<file path="src/rtl/core/rsp_pkg.sv">
package rsp_pkg;

    // Capacity of the parity and generator stores
    localparam int MAX_CHECK_SYMBOLS = 64;

    // Check-symbol count after reset
    localparam logic [5:0] CHECK_COUNT_RESET = 6'd5;

    // Field polynomial x^8+x^5+x^3+x^2+1
    localparam logic [8:0] GF_POLY = 9'h12D;

    // Primitive element, first generator root
    localparam logic [7:0] GF_ALPHA = 8'h02;

    // One queued input beat
    typedef struct packed {
        logic [7:0] data;
        logic       last;
    } rsp_item_t;

    // Multiply by alpha with reduction
    function automatic logic [7:0] gf_xtime(input logic [7:0] x);
        return {x[6:0], 1'b0} ^ (x[7] ? GF_POLY[7:0] : 8'h00);
    endfunction

    // Full GF(256) multiply, shift-and-add
    function automatic logic [7:0] gf_mul(input logic [7:0] a, input logic [7:0] b);
        logic [7:0] x;
        logic [7:0] p;
        x = a;
        p = 8'h00;
        for (int i = 0; i < 8; i++)
        begin
            if (b[i])
            begin
                p = p ^ x;
            end
            x = gf_xtime(x);
        end
        return p;
    endfunction

endpackage

</file>
<file path="src/rtl/core/rsp_front.sv">
// Input side: two-entry queue of incoming beats
module rsp_front (
    input  logic              clk,
    input  logic              rst_n,
    input  logic              hold,
    input  logic              s_tvalid,
    output logic              s_tready,
    input  logic [7:0]        s_tdata,
    input  logic              s_tlast,
    output logic              q_valid,
    input  logic              q_ready,
    output rsp_pkg::rsp_item_t q_item
);

    rsp_pkg::rsp_item_t slot_reg [2];
    logic               wr_ptr_reg;
    logic               rd_ptr_reg;
    logic [1:0]         fill_reg;
    logic               push;
    logic               pop;

    assign s_tready = (fill_reg != 2'd2) && !hold;
    assign push     = s_tvalid && s_tready;
    assign q_valid  = (fill_reg != 2'd0);
    assign pop      = q_valid && q_ready;
    assign q_item   = slot_reg[rd_ptr_reg];

    // Queue storage
    always_ff @(posedge clk)
    begin
        if (push)
        begin
            slot_reg[wr_ptr_reg] <= '{data: s_tdata, last: s_tlast};
        end
    end

    // Pointers and fill level
    always_ff @(posedge clk or negedge rst_n)
    begin
        if (!rst_n)
        begin
            wr_ptr_reg <= 1'b0;
            rd_ptr_reg <= 1'b0;
            fill_reg   <= 2'd0;
        end
        else
        begin
            if (push)
            begin
                wr_ptr_reg <= !wr_ptr_reg;
            end
            if (pop)
            begin
                rd_ptr_reg <= !rd_ptr_reg;
            end
            case ({push, pop})
                2'b10:   fill_reg <= fill_reg + 2'd1;
                2'b01:   fill_reg <= fill_reg - 2'd1;
                default: fill_reg <= fill_reg;
            endcase
        end
    end

endmodule

</file>
<file path="config.mk">
export PLATFORM = sky130hd
export DESIGN_NAME = rsp_front
export DESIGN_NICKNAME = d
export VERILOG_FILES = /design/src/rtl/core/rsp_pkg.sv /design/src/rtl/core/rsp_front.sv
export SDC_FILE = /design/constraint.sdc
export NUM_CORES = 1
export LEC_CHECK = 0
export BUFFER_PORTS_ARGS = -buffer_cell sky130_fd_sc_hd__buf_2
export CAP_MARGIN = 20
export CORE_UTILIZATION = 52
export DETAILED_ROUTE_END_ITERATION = 6
export PLACE_DENSITY = 0.85
export SLEW_MARGIN = 20
export SYNTH_ARGS = -nofsm -noshare
export SYNTH_HDL_FRONTEND = slang
export SYNTH_SLANG_ARGS = --single-unit
</file>
<file path="constraint.sdc">
create_clock -name clk -period 2.5 [get_ports clk]
set_input_delay 0.125 -clock clk [delete_from_list [all_inputs] [get_ports clk]]
set_output_delay 0.125 -clock clk [all_outputs]
set_load 0.02 [all_outputs]
</file>
==> flow_summary.yaml <==
min_path:
  hold_class: "input port to flop"
  hold_depth: 3
  hold_start: "q_ready"
  min_to: "rd_ptr_reg"
drt:
  detail-route-antenna-nets: 0
  drt_first_iter_violations: 9
  wl_per_cell_um: 13.5
  drc: 0
  firstDrtPassIters: 4
  vias_per_cell: 4.88
  route.vias.total: 503
  routed_wl_um: 1390
logic_synthesis:
  synth_nets: 63
  netlist_area_sq_um: 863
  synth.avg_cell_area_sq_um: 18.0
  yosysTopAreaCellShare_pct: 62.6
  synthDistinctLibCells: 15
  synth_area_leaders: "edfxtp_1 (63%), mux2_2 (12%), dfrtp_1 (12%)"
  ys_seq_area_share_pct: 74.2
  ys_warn_count: 0
  ys_ff_latch: 22
  syn_inst: 48
  synthDominantAreaCellType: "edfxtp_1"
finish:
  diodes: 0
  final_core_util_pct: 74.8
  final_nets: 103
  fin_cells: 103
  layout_commonest_cell: "buf_2"
  mostFrequentLayoutCells: "buf_2 (24), edfxtp_1 (18), dlygate4sd3_1 (10)"
  drive_above_1_share_pct: 48.3
  largest_register_ffs: 18
  fillers: 91
  area_growth_pct: 32.0
critical_path:
  slowest_stage: "dfrtp_1"
  required_ns: 2.38
  cp_cell_sequence: "mux2_2, buf_2"
  cp.buffers_inverters: 1
  critPathMaxFanout: 10
  startpoint_type: "flop"
  worstSetupEndpointType: "primary output"
  reg2regPathDepth: 5
  worstSetupPathType: "flop to primary output"
  slowest_delay_ns: 0.61
  cp_top_family: "flip-flops"
  crit_arrival_ns: 1.46
  rr_endpoint: "fill_reg[1]"
  r2r_slack_ns: 0.96
  r2r-start: "fill_reg[0]"
pwr:
  pwr_density_cell_mw_per_mm2: 955
  switching_share_pct: 33.3
  intPower_uw: 726
  pwr-share-seq_pct: 49.9
  p_switching_uw: 362
  combPwrFrac_pct: 35.7
  power_leakage_uw: 0.000470
  power_uw: 1090
  peakVddDrop_mv: 0.599
  clkPwrFrac_pct: 14.4
placed_design:
  portBuffers: 24
  dp_cells: 89
  place_congestion: 0.845
  dp_slack_ns: 0.977
timing:
  setup_tns_ns: 0
  slew_headroom_pct: 72.3
  fin_crit_sh_pct: 63.4
  fin_ws_ns: 0.916
  tightest_slew_ns: 0.415
  hold_violations: 0
  fin_worst_skew_ns: 0.00824
  fmax_mhz: 631
  period_needed_ns: 1.58
  final-max-slew-violation-count: 0
  rsz0062_at_grt: "no"
  finalSetupViolations: 0
clock_tree:
  clockBufferDepth: 2
  cts_tree: "done"
  cts-root-buf: "clkbuf_4"
  clkLatencyLatePin_ns: 0.30
  cts_sinks: 22
  numCtsBuffers: 3
  htree_levels: 1
  cts.clk_slew.worst_paths_ns: 0.10
global_route:
  grt_overflow: 0
  grt_pass1_vias: 505
  grt_max_degree: 13
  track_usage_pct: 17.9
  grt_pass1_wl_um: 2220
  antenna_found_initial: 0
floorplan:
  die_area_sq_mm: 0.00183
  io_pins: 25
  core_area_sq_mm: 0.00152
  fp.dieH_um: 42.7
  start_util_pct: 56.7
  rows: 14
  die_w_um: 42.7
job:
  maxCapViolations: 0
run_status:
  status: "completed"
## cell usage after synthesis
cell type / instances
a211o_2: 1
a21oi_1: 1
and2_4: 1
buf_2: 1
dfrtp_1: 4
edfxtp_1: 18
ha_1: 1
inv_1: 2
inv_2: 1
mux2_2: 9
nor2_1: 3
or2_1: 1
xnor2_1: 2
xnor2_2: 1
xor2_1: 2
## worst register-to-register path: stages, from the launching register on
cell	delay [ns]
dfrtp_1	0.44
or2_1	0.26
and2_4	0.17
ha_1	0.31
nor2_1	0.14
xor2_1	0.16
## timing repair
action,4_1_cts,5_1_grt
hold endpoints to repair,20,2
setup buffers,0,0
resized for setup,0,0
hold buffers,9,1
## power by group through the flow
stage / combinational [uW] / sequential, uW / clock (uW)
CTS: 392 / 545 / 164
floorplan: 306 / 513 / 0
finish: 388 / 543 / 157
global route: 418 / 555 / 177
detailed placement: 380 / 551 / 0
global placement: 370 / 548 / 0
## routing by layer
| layer | part of all wire, % | track usage [%] |
|---|---|---|
| met2 | 53 | 29.1 |
| met5 | 0 | 0 |
| met4 | 2.2 | 11.3 |
| met3 | 4.6 | 5.53 |
| met1 | 41 | 20.2 |
## area by class of cell
class	instances	area (sq um)	area share, %
Multi-Input combinational cell	22	206	18.1
Tap cell	16	20.0	1.76
Clock buffer	3	22.5	1.98
Inverter	3	11.3	0.988
Clock inverter	1	3.75	0.329
Timing Repair Buffer	36	235	20.6
Sequential cell	22	641	56.2
## how the worst max path moves through the flow
| stage | startpoint | end | slack [ns] | depth (start not counted) |
|---|---|---|---|---|
| after global placement | fill_reg[0] | fill_reg[1] | 1.04 | 5 |
| after floorplan | fill_reg[0] | slot_reg[1][0] | 0.93 | 3 |
| after detailed placement | fill_reg[0] | fill_reg[1] | 0.98 | 5 |
| final | rd_ptr_reg | q_item[6] | 0.92 | 2 |
| after CTS | rd_ptr_reg | q_item[6] | 0.88 | 2 |
| after global routing | rd_ptr_reg | q_item[6] | 0.84 | 2 |
## cell families (layout without fill, tap and decap cells)
group           count (synthesis)  in the layout  synth area share (%)
xor+xnor                        5              5                  5.94
fa+ha+maj                       1              1                  1.45
simple gates                    5              5                  3.04
mux                             9              9                  11.7
buf+inv                         4             43                  1.88
flops                          22             22                  74.2
compound gates                  2              2                  1.74
## metrics by stage
stage,cell area (sq um),hold slack (ns)
finish,1140,0.117
global route,1140,0.108
CTS,1130,0.00430
detailed placement,1010,-0.0623
global placement,1010,-0.0647
floorplan,863,-0.171
Note: power is estimated with default switching activity, not from simulation.
